<file path="config.mk">
export PLATFORM = sky130hd
export DESIGN_NAME = plc_ascii_request_framer_top_flat
export DESIGN_NICKNAME = d
export VERILOG_FILES = /design/src/design/parf_pkg.sv /design/src/design/parf_ifs.sv /design/src/design/parf_builder.sv /design/src/design/parf_serializer.sv /design/src/design/plc_ascii_request_framer_top.sv /design/src/flat_wrapper.sv
export SDC_FILE = /design/constraint.sdc
export NUM_CORES = 1
export LEC_CHECK = 0
export ABC_AREA = 1
export BUFFER_PORTS_ARGS = -buffer_cell sky130_fd_sc_hd__buf_2
export CAP_MARGIN = 5
export CORE_ASPECT_RATIO = 1.75
export CORE_MARGIN = 2
export CORE_UTILIZATION = 55
export CTS_CLUSTER_SIZE = 8
export DETAILED_ROUTE_END_ITERATION = 16
export GPL_TIMING_DRIVEN = 1
export HOLD_SLACK_MARGIN = 0.15
export PLACE_DENSITY = 0.73
export SLEW_MARGIN = 20
export SYNTH_ARGS = -nofsm -noshare
export SYNTH_HDL_FRONTEND = slang
export SYNTH_SLANG_ARGS = --single-unit
</file>
<file path="constraint.sdc">
create_clock -name clk -period 8.3 [get_ports clk]
set_input_delay 1.66 -clock clk [delete_from_list [all_inputs] [get_ports clk]]
set_output_delay 1.66 -clock clk [all_outputs]
set_load 0.1 [all_outputs]
</file>
<file path="src/design/parf_pkg.sv">
// Package with the codes, constants, types and helper functions of the request framer.
`default_nettype none
package parf_pkg;

    localparam int FRAME_LEN = 12;
    localparam int LEN_W     = 4;

    typedef enum logic [2:0] {
        CMD_READ_BITS  = 3'd0,
        CMD_SET_BIT    = 3'd1,
        CMD_RESET_BIT  = 3'd2,
        CMD_READ_WORDS = 3'd3,
        CMD_WRITE      = 3'd4,
        CMD_DATA       = 3'd5
    } cmd_t;

    localparam logic [3:0] AREA_Y         = 4'd0;
    localparam logic [3:0] AREA_M         = 4'd1;
    localparam logic [3:0] AREA_L         = 4'd2;
    localparam logic [3:0] AREA_K         = 4'd3;
    localparam logic [3:0] AREA_T         = 4'd4;
    localparam logic [3:0] AREA_C         = 4'd5;
    localparam logic [3:0] AREA_LAST_BIT  = 4'd5;
    localparam logic [3:0] AREA_D         = 4'd6;
    localparam logic [3:0] AREA_TIMER     = 4'd7;
    localparam logic [3:0] AREA_COUNTER   = 4'd8;

    localparam logic [7:0] CH_ENQ        = 8'h05;
    localparam logic [7:0] CH_STX        = 8'h02;
    localparam logic [7:0] CH_EOT        = 8'h04;
    localparam logic [7:0] CH_F          = 8'h46;
    localparam logic [7:0] CH_KIND_BIT   = 8'h42;
    localparam logic [7:0] CH_KIND_WORD  = 8'h43;
    localparam logic [7:0] LETTER_READ   = 8'h67;
    localparam logic [7:0] LETTER_SET    = 8'h6f;
    localparam logic [7:0] LETTER_RESET  = 8'h70;
    localparam logic [7:0] LETTER_WRITE  = 8'h77;

    typedef struct packed {
        logic [7:0] data;
        logic       await_reply;
        logic       last;
    } frame_byte_t;

    typedef struct packed {
        frame_byte_t [FRAME_LEN-1:0] bytes;
        logic [LEN_W-1:0]            len;
    } frame_t;

    function automatic logic [7:0] hex_digit(input logic [3:0] n);
        logic [7:0] v;
        v = {4'h0, n};
        if (n < 4'd10)
        begin
            return 8'h30 + v;
        end
        return 8'h37 + v;
    endfunction

    function automatic logic [7:0] bit_offset(input logic [3:0] area);
        logic [7:0] off;
        case (area)
            AREA_Y:  off = 8'ha0;
            AREA_M:  off = 8'h80;
            AREA_L:  off = 8'hb4;
            AREA_K:  off = 8'ha4;
            AREA_T:  off = 8'he4;
            AREA_C:  off = 8'hea;
            default: off = 8'h00;
        endcase
        return off;
    endfunction

    function automatic logic [7:0] word_offset(input logic [3:0] area);
        logic [7:0] off;
        case (area)
            AREA_D:     off = 8'h80;
            AREA_TIMER: off = 8'h00;
            default:    off = 8'h60;
        endcase
        return off;
    endfunction

    function automatic frame_byte_t plain(input logic [7:0] b);
        frame_byte_t e;
        e.data        = b;
        e.await_reply = 1'b0;
        e.last        = 1'b0;
        return e;
    endfunction

endpackage
`default_nettype wire

</file>
<file path="src/design/parf_ifs.sv">
// Handshake interfaces for request items and frame bytes.
`default_nettype none
interface parf_req_if;
    logic        valid;
    logic        ready;
    logic [2:0]  cmd;
    logic [3:0]  area;
    logic [15:0] address;
    logic [7:0]  count;
    logic [15:0] data_word;

    modport source (output valid, output cmd, output area, output address, output count,
                    output data_word, input ready);
    modport sink (input valid, input cmd, input area, input address, input count,
                  input data_word, output ready);
endinterface

interface parf_byte_if;
    logic       valid;
    logic       ready;
    logic [7:0] out_byte;
    logic       await_reply;
    logic       last;

    modport source (output valid, output out_byte, output await_reply, output last,
                    input ready);
    modport sink (input valid, input out_byte, input await_reply, input last,
                  output ready);
endinterface
`default_nettype wire

</file>
<file path="src/design/parf_builder.sv">
// Frame builder: holds the write state and turns one request item into its frame bytes.
`default_nettype none
module parf_builder
    import parf_pkg::*;
(
    input  wire logic        clk,
    input  wire logic        rst_n,
    input  wire logic        accept,
    input  wire logic [2:0]  cmd,
    input  wire logic [3:0]  area,
    input  wire logic [15:0] address,
    input  wire logic [7:0]  count,
    input  wire logic [15:0] data_word,
    output frame_t           frame
);

    logic       write_open_reg;
    logic       write_open_next;
    logic [7:0] words_left_reg;
    logic [7:0] words_left_next;
    logic [7:0] running_sum_reg;
    logic [7:0] running_sum_next;

    logic       bit_area;
    logic       word_area;
    logic       is_request;
    logic       req_ok;
    logic [7:0] letter;
    logic [7:0] kind;
    logic [7:0] addr_byte;
    logic [7:0] len_byte;
    logic [7:0] mask;
    logic [7:0] hdr_sum;
    logic [7:0] data_sum;
    logic [7:0] words_dec;
    logic [7:0] trail_sum;
    logic [7:0] d0;
    logic [7:0] d1;
    logic [7:0] d2;
    logic [7:0] d3;
    logic [7:0] a0;
    logic [7:0] a1;
    logic [7:0] l0;
    logic [7:0] l1;

    always_comb
    begin
        bit_area   = (area <= AREA_LAST_BIT);
        word_area  = (area >= AREA_D) && (area <= AREA_COUNTER);
        is_request = (cmd == CMD_READ_BITS) || (cmd == CMD_SET_BIT) ||
                     (cmd == CMD_RESET_BIT) || (cmd == CMD_READ_WORDS) ||
                     (cmd == CMD_WRITE);
        mask       = 8'h01 << address[2:0];
        kind       = CH_KIND_BIT;
        letter     = LETTER_READ;
        addr_byte  = address[10:3] + bit_offset(area);
        len_byte   = count;
        req_ok     = 1'b0;
        case (cmd)
            CMD_READ_BITS:
            begin
                req_ok = bit_area;
            end
            CMD_SET_BIT:
            begin
                req_ok   = bit_area;
                letter   = LETTER_SET;
                len_byte = mask;
            end
            CMD_RESET_BIT:
            begin
                req_ok   = bit_area;
                letter   = LETTER_RESET;
                len_byte = ~mask;
            end
            CMD_READ_WORDS, CMD_WRITE:
            begin
                req_ok    = word_area;
                kind      = CH_KIND_WORD;
                letter    = (cmd == CMD_WRITE) ? LETTER_WRITE : LETTER_READ;
                addr_byte = {address[6:0], 1'b0} + word_offset(area);
                len_byte  = {count[6:0], 1'b0};
            end
            default:
            begin
                req_ok = 1'b0;
            end
        endcase
        req_ok = req_ok && is_request && !write_open_reg;
    end

    always_comb
    begin
        a0 = hex_digit(addr_byte[7:4]);
        a1 = hex_digit(addr_byte[3:0]);
        l0 = hex_digit(len_byte[7:4]);
        l1 = hex_digit(len_byte[3:0]);
        d0 = hex_digit(data_word[7:4]);
        d1 = hex_digit(data_word[3:0]);
        d2 = hex_digit(data_word[15:12]);
        d3 = hex_digit(data_word[11:8]);
        hdr_sum   = letter + CH_F + kind + a0 + a1 + l0 + l1;
        data_sum  = running_sum_reg + d0 + d1 + d2 + d3;
        words_dec = words_left_reg - 8'd1;
    end

    always_comb
    begin
        frame            = '0;
        write_open_next  = write_open_reg;
        words_left_next  = words_left_reg;
        running_sum_next = running_sum_reg;
        trail_sum        = 8'h00;
        if ((cmd == CMD_DATA) && write_open_reg)
        begin
            frame.bytes[0]  = plain(d0);
            frame.bytes[1]  = plain(d1);
            frame.bytes[2]  = plain(d2);
            frame.bytes[3]  = plain(d3);
            frame.len       = LEN_W'(4);
            words_left_next = words_dec;
            trail_sum       = data_sum + CH_EOT;
            running_sum_next = data_sum;
            if (words_dec == 8'd0)
            begin
                write_open_next  = 1'b0;
                running_sum_next = trail_sum;
                frame.bytes[4]   = plain(CH_EOT);
                frame.bytes[5]   = plain(hex_digit(trail_sum[7:4]));
                frame.bytes[6]   = plain(hex_digit(trail_sum[3:0]));
                frame.bytes[6].await_reply = 1'b1;
                frame.bytes[6].last        = 1'b1;
                frame.len        = LEN_W'(7);
            end
        end
        else if (req_ok)
        begin
            frame.bytes[0] = plain(CH_ENQ);
            frame.bytes[0].await_reply = 1'b1;
            frame.bytes[1] = plain(CH_STX);
            frame.bytes[2] = plain(letter);
            frame.bytes[3] = plain(CH_F);
            frame.bytes[4] = plain(kind);
            frame.bytes[5] = plain(a0);
            frame.bytes[6] = plain(a1);
            frame.bytes[7] = plain(l0);
            frame.bytes[8] = plain(l1);
            trail_sum      = hdr_sum + CH_EOT;
            if ((cmd == CMD_WRITE) && (count != 8'd0))
            begin
                frame.len        = LEN_W'(9);
                write_open_next  = 1'b1;
                words_left_next  = count;
                running_sum_next = hdr_sum;
            end
            else
            begin
                frame.bytes[9]   = plain(CH_EOT);
                frame.bytes[10]  = plain(hex_digit(trail_sum[7:4]));
                frame.bytes[11]  = plain(hex_digit(trail_sum[3:0]));
                frame.bytes[11].await_reply = 1'b1;
                frame.bytes[11].last        = 1'b1;
                frame.len        = LEN_W'(12);
                running_sum_next = trail_sum;
            end
        end
    end

    always_ff @(posedge clk or negedge rst_n)
    begin
        if (!rst_n)
        begin
            write_open_reg  <= 1'b0;
            words_left_reg  <= 8'd0;
            running_sum_reg <= 8'd0;
        end
        else if (accept)
        begin
            write_open_reg  <= write_open_next;
            words_left_reg  <= words_left_next;
            running_sum_reg <= running_sum_next;
        end
    end

endmodule
`default_nettype wire

</file>
<file path="src/design/parf_serializer.sv">
// Frame serializer: a byte shift line feeding a registered output stage.
`default_nettype none
module parf_serializer
    import parf_pkg::*;
(
    input  wire logic       clk,
    input  wire logic       rst_n,
    input  wire logic       load,
    input  wire frame_t     frame,
    output logic            can_take,
    parf_byte_if.source     out
);

    frame_byte_t [FRAME_LEN-1:0] bytes_reg;
    frame_byte_t [FRAME_LEN-1:0] bytes_next;
    logic [LEN_W-1:0]            cnt_reg;
    logic [LEN_W-1:0]            cnt_next;
    logic                        ov_reg;
    logic                        ov_next;
    frame_byte_t                 ob_reg;
    frame_byte_t                 ob_next;
    logic                        move;

    always_comb
    begin
        move     = (cnt_reg != '0) && (!ov_reg || out.ready);
        can_take = (cnt_reg == '0) || (move && (cnt_reg == LEN_W'(1)));
    end

    always_comb
    begin
        bytes_next = bytes_reg;
        cnt_next   = cnt_reg;
        ov_next    = ov_reg;
        ob_next    = ob_reg;
        if (move)
        begin
            ob_next  = bytes_reg[0];
            ov_next  = 1'b1;
            cnt_next = cnt_reg - LEN_W'(1);
            for (int i = 0; i < FRAME_LEN - 1; i++)
            begin
                bytes_next[i] = bytes_reg[i+1];
            end
        end
        else if (out.ready)
        begin
            ov_next = 1'b0;
        end
        if (load)
        begin
            bytes_next = frame.bytes;
            cnt_next   = frame.len;
        end
    end

    always_ff @(posedge clk or negedge rst_n)
    begin
        if (!rst_n)
        begin
            cnt_reg <= '0;
            ov_reg  <= 1'b0;
        end
        else
        begin
            cnt_reg <= cnt_next;
            ov_reg  <= ov_next;
        end
    end

    always_ff @(posedge clk)
    begin
        bytes_reg <= bytes_next;
        ob_reg    <= ob_next;
    end

    assign out.valid       = ov_reg;
    assign out.out_byte    = ob_reg.data;
    assign out.await_reply = ob_reg.await_reply;
    assign out.last        = ob_reg.last;

endmodule
`default_nettype wire

</file>
<file path="src/design/plc_ascii_request_framer_top.sv">
// Top level of the ASCII request framer for the serial PLC link.
// The bytes of an accepted item are loaded into the shift line and leave it through a registered
// output stage, one byte per cycle while the receiver is ready; a request frame holds up to 12.
// The shift line lets the next item in while the final byte of a frame leaves,
// so frames follow one another without a gap. Items that give no bytes load nothing.
// Reset clears the write state, the shift line count and the output valid flag.
`default_nettype none
module plc_ascii_request_framer_top
    import parf_pkg::*;
(
    input  wire logic   clk,
    input  wire logic   rst_n,
    parf_req_if.sink    req,
    parf_byte_if.source frame_out
);

    frame_t frame;
    logic   can_take;
    logic   accept;

    assign req.ready = can_take;
    assign accept    = req.valid && can_take;

    parf_builder u_builder (
        .clk       (clk),
        .rst_n     (rst_n),
        .accept    (accept),
        .cmd       (req.cmd),
        .area      (req.area),
        .address   (req.address),
        .count     (req.count),
        .data_word (req.data_word),
        .frame     (frame)
    );

    parf_serializer u_serializer (
        .clk      (clk),
        .rst_n    (rst_n),
        .load     (accept && (frame.len != '0)),
        .frame    (frame),
        .can_take (can_take),
        .out      (frame_out)
    );

endmodule
`default_nettype wire

</file>
<file path="src/flat_wrapper.sv">
// flat-port wrapper written by rule: the top's interface ports become plain ports
module plc_ascii_request_framer_top_flat import parf_pkg::*;
  (clk, rst_n, req_valid, req_cmd, req_area, req_address, req_count, req_data_word, req_ready, frame_out_valid, frame_out_out_byte, frame_out_await_reply, frame_out_last, frame_out_ready);
  parf_req_if req_i ();
  parf_byte_if frame_out_i ();
  input  wire logic clk;
  input  wire logic rst_n;
  input wire logic [$bits(req_i.valid)-1:0] req_valid;
  input wire logic [$bits(req_i.cmd)-1:0] req_cmd;
  input wire logic [$bits(req_i.area)-1:0] req_area;
  input wire logic [$bits(req_i.address)-1:0] req_address;
  input wire logic [$bits(req_i.count)-1:0] req_count;
  input wire logic [$bits(req_i.data_word)-1:0] req_data_word;
  output wire logic [$bits(req_i.ready)-1:0] req_ready;
  output wire logic [$bits(frame_out_i.valid)-1:0] frame_out_valid;
  output wire logic [$bits(frame_out_i.out_byte)-1:0] frame_out_out_byte;
  output wire logic [$bits(frame_out_i.await_reply)-1:0] frame_out_await_reply;
  output wire logic [$bits(frame_out_i.last)-1:0] frame_out_last;
  input wire logic [$bits(frame_out_i.ready)-1:0] frame_out_ready;
  assign req_i.valid = req_valid;
  assign req_i.cmd = req_cmd;
  assign req_i.area = req_area;
  assign req_i.address = req_address;
  assign req_i.count = req_count;
  assign req_i.data_word = req_data_word;
  assign req_ready = req_i.ready;
  assign frame_out_valid = frame_out_i.valid;
  assign frame_out_out_byte = frame_out_i.out_byte;
  assign frame_out_await_reply = frame_out_i.await_reply;
  assign frame_out_last = frame_out_i.last;
  assign frame_out_i.ready = frame_out_ready;
  plc_ascii_request_framer_top u_core (.clk(clk), .rst_n(rst_n), .req(req_i), .frame_out(frame_out_i));
endmodule
</file>
* Yosys cells after proc, flatten, opt, wreduce, memory -nomap -nowiden
Index checks and enable logic that the tools add are counted.
Word-level totals: register bits 152, input bits 51, output and inout bits 12, logic and storage cells 230
Operators by class: add/subtract/negate cells 40, order comparisons 15, equality and inequality tests 14, shift-type cells 1, muxes and demuxes 79, bitwise operators 2, reductions and logical operators 35
Operator list (count):
- 2-to-1 mux 8 bit | 33
- 2-to-1 mux 110 bit | 2
- adder 6 x 4 -> 7 bit (first input constant) | 24
- 2-to-1 mux 114 bit | 1
- adder 8 bit | 11
- 2-to-1 mux 74 bit | 1
- less-than comparator 4 bit (second input constant) | 12
- case mux 8 bit (6 select lines) | 1
- 2-to-1 mux 40 bit | 1
- 2-to-1 mux 30 bit | 1
- 2-to-1 mux 1 bit | 29
- case mux 8 bit (3 select lines) | 1
- 2-to-1 mux 22 bit | 1
- adder 8 x 3 -> 8 bit (second input constant) | 2
- == test 4 x 3 -> 1 bit (second input constant) | 4
- case mux 8 bit (2 select lines) | 1
- case mux 5 bit (3 select lines) | 1
- logical AND 1 bit | 9
- adder 8 x 7 -> 8 bit (second input constant) | 1
- == test 4 x 1 -> 1 bit (second input constant) | 2
- == test 4 x 2 -> 1 bit (second input constant) | 2
- logical NOT 4 bit | 2
- logical NOT 8 bit | 1
- 2-to-1 mux 4 bit | 2
- 27 further kinds | 41

* Logic depth before layout (Yosys ltp)
word-level depth 25, depth in mapped cells 39, depth with buffers taken out 39

* Modules after synthesis
From an unflattened synthesis, not the netlist that was laid out.
Second synthesis, totals: cells, all modules 1499, area total of the unflattened synthesis 11631.2 um^2
By module, submodules not included:
- parf_builder | times used 1, cells an instance 964, area an instance 5958.2 um^2, seq. area each 425.4 um^2
- parf_serializer | times used 1, cells an instance 530, area an instance 5652.9 um^2, seq. area each 4028.9 um^2
- plc_ascii_request_framer_top | times used 1, cells an instance 5, area an instance 20.0 um^2, seq. area each 0.0 um^2

* Worst setup path before layout
OpenSTA, ideal clock, no wires.
path kind input port to flip-flop, start point input req_area[3], end point register u_core.u_serializer.bytes_reg[103] in the netlist's numbering (data pin), arrival 6.967 ns, path slack 1.080 ns, cell stages on the path 34, cells stage by stage inv_1 -> nand2_1 -> nor3_1 -> ha_1 -> inv_1 -> fa_1 -> inv_1 -> nand3_1 -> nand3_1 -> nor2_1 -> o21a_1 -> ha_1 -> inv_1 -> nand2_1 -> nand2_1 -> nand2_1 -> and2_1 -> fa_1 -> fa_1 -> inv_1 -> fa_1 -> inv_1 -> ha_1 -> fa_1 -> inv_1 -> nor3_1 -> xnor2_1 -> inv_1 -> nor2_1 -> inv_1 -> nand2_1 -> nand2_1 -> nand3_1 -> nand2_1
RTL lines:
- start: declaration | RTL line flat_wrapper.sv:10 | input wire logic [$bits(req_i.area)-1:0] req_area;
- end signal: assignment | RTL line parf_serializer.sv:73 | bytes_reg <= bytes_next;
- end: declaration | RTL line parf_serializer.sv:14 | frame_byte_t [FRAME_LEN-1:0] bytes_reg;

==> impl_results.md <==
- Multi-input gate area: 4990 um^2
- Largest net degree at the start of global routing: 82
- CTS clk-pin slew, worst paths: 0.06 ns
- DRC viols: 0
- Crit. End Element: flop
- Synth Cell Area: 9650 um^2
- Fill cell count: 1,586
- Number of buffers created by CTS: 17
- Outcome: finished clean
- Pre-antenna DRT Iters: 5
- Number of synthesized flops with an enable pin: 106
- Hold-fix buffer count after cts: 0
- DP Cell Count: 1,438
- Gpl congestion: 0.936
- Worst path most repeated cell: inv_1
- Worst Max-Slew Pin Slew: 0.864 ns
- Routed vias/inst: 5.45
- Longest Clk Path Bufs: 2
- Final period util: 0.922
- Synth Flop Type: edfxtp_1
- I/O Buffers: 56
- Post-Place Worst Slack: 0.278 ns
- Site Rows: 64
- Hpwl dp: 18.6 mm
- Syn Inst Count: 1,170
- Post-CTS sizing: 0
- Setup Skew: 0.00922 ns
- Worst Setup Start Kind: primary input
- Vias in the first global route: 7,860
- Post-CTS setup repair buffer count: 0
- CP arrival: 7.83 ns
- First-pass GRT wire length: 38.8 mm
- Fin Setup TNS: 0 ns
- Final number of max-transition violations: 0
- Area Overhead vs Synth: 11.0%
- Seq cells post-synth: 128
- Worst min path class: flop to flop
- Worst EP required: 8.48 ns
- Most common cell after layout, fill and taps aside: nand2_1
- Slowest stage cell, crit path: fa_1
- Final WL: 24.4 mm
- CTS Sinks: 128
- Chip width: 104 um
- Unique cell type count in the Yosys netlist: 50
- Final Critical Period: 7.65 ns
- Global route total overflow: 0
- Asr flop ratio synth: 0.172
- Register area: 3730 um^2
- Max Cap Viol: 0
- Number of I/O pins: 63
- Max reg flops: 97
- Endpoints failing hold: 0
- Crit path max fanout: 5
- Syn_area_per_cell: 8.24 um^2
- Initial antenna violation count: 0
- Top-area cell type share of the netlist area: 0.330
- Leading area contributor after synthesis: edfxtp_1
- # setup viols final: 0
- WL/cell: 16.6 um
- Worst hold slack: 0.420 ns
- Worst setup margin: 0.648 ns
- Nets@finish: 1,370
- TritonCTS clock tree: yes
- DRT antenna net count: 0
- Htree depth: 4
- Layout cells sized above 1: 0.113
- Core area: 17,300 um^2
- Root Buffer: clkbuf_16
- CP Class: primary input to flop
- Iter 0 DRT Violations: 537
- Fmax: 131 MHz
- Synth top area cells: edfxtp_1 (33%), nand2_1 (12%), fa_1 (8.5%), inv_1 (7.7%), ha_1 (6.7%)
- Finished Layout Cells: 1,470
- Total Routing Usage GR: 0.273
- Clk_lat worst skew: 0.43 ns
- # diodes: 0
- Vias: 8,012
- Sequential share of the synthesized area: 0.387
- Most frequent cells in the layout: nand2_1 (301), inv_1 (197), edfxtp_1 (106)
- Initial Util: 0.558
- Die height: 179 um
- Unrepaired setup endpoints after global routing: false
- Warnings, synthesis: 0
- Syn Nets: 1,314
- Die area: 18,700 um^2
- Relative slew slack: 0.423
- Largest stage delay, worst path: 0.52 ns
-- synthesized netlist by cell type (2+ instances only) --
cell type / n
edfxtp_1: 106
and2_1: 3
o21ai_1: 26
nand2_1: 302
nand3b_1: 3
ha_1: 52
nand2_2: 3
buf_4: 8
nand4_1: 14
buf_2: 8
xor2_1: 23
nand3_1: 78
nor4_1: 3
o21ai_2: 5
o21ai_0: 66
o211ai_1: 15
o21bai_1: 3
clkbuf_1: 14
a22oi_1: 3
nor3_4: 2
nor2_1: 64
inv_2: 11
a21oi_1: 34
o21a_1: 11
fa_1: 41
dfrtp_1: 22
a21oi_2: 5
or2_2: 8
inv_1: 197
xnor2_1: 12
nor3_1: 5
o31ai_1: 5
-- stage by stage --
stage / util / instance area [um^2]
finish: 0.619 / 10700
global placement: 0.588 / 10200
CTS: 0.619 / 10700
global route: 0.619 / 10700
floorplan: - / 9650
detailed placement: 0.588 / 10200
-- worst max-delay path, delay by kind of cell --
kind	cells	cell delay, ns
adder cells (fa/ha/maj)	8	3.04
AND/OR/NAND/NOR	14	1.47
buffers and inverters	9	0.67
XOR/XNOR	2	0.66
AO/OA/AOI/OAI	2	0.33
-- path summary, 6_finish.rpt --
kind | from | endpoint | slack (ns) | cells after the start
hold / removal | u_core.u_serializer.bytes_reg[3] | u_core.u_serializer.out.out_byte[1] | 0.42 | 0
hold reg to reg | u_core.u_serializer.bytes_reg[3] | u_core.u_serializer.out.out_byte[1] | 0.42 | 0
setup / recovery | req_area[3] | u_core.u_serializer.bytes_reg[108] | 0.65 | 35
setup reg to reg | u_core.u_builder.running_sum_reg[1] | u_core.u_serializer.bytes_reg[54] | 3.45 | 19
min in group asynchronous | rst_n | u_core.u_builder.words_left_reg[2] | 1.23 | 1
max in group asynchronous | rst_n | u_core.u_serializer.cnt_reg[2] | 6.65 | 1
-- area by class of cell --
class | instances | share of cell area
Tap cell | 231 | 0.0270
Sequential cell | 128 | 0.349
Multi-Input combinational cell | 802 | 0.466
Clock buffer | 18 | 0.0410
Inverter | 209 | 0.0733
Timing Repair Buffer | 68 | 0.0346
Clock inverter | 14 | 0.00993
-- kinds of logic after synthesis --
kind of cell | count (synthesis) | synth area share
AO/OA/AOI/OAI | 183 | 0.112
other | 1 | 0.000389
buffers and inverters | 240 | 0.0975
XOR/XNOR | 35 | 0.0318
AND/OR/NAND/NOR | 490 | 0.218
adder cells (fa/ha/maj) | 93 | 0.153
flip-flops | 128 | 0.387
-- metal layers --
metal,wire (um),global-route usage
met1,8750,0.281
met2,12600,0.499
met5,0,0
met4,2050,0.214
met3,1030,0.0382
Power is left out: the tool's default activity adds up to more than one toggle a clock period on the data nets, which glitch-free logic cannot reach.
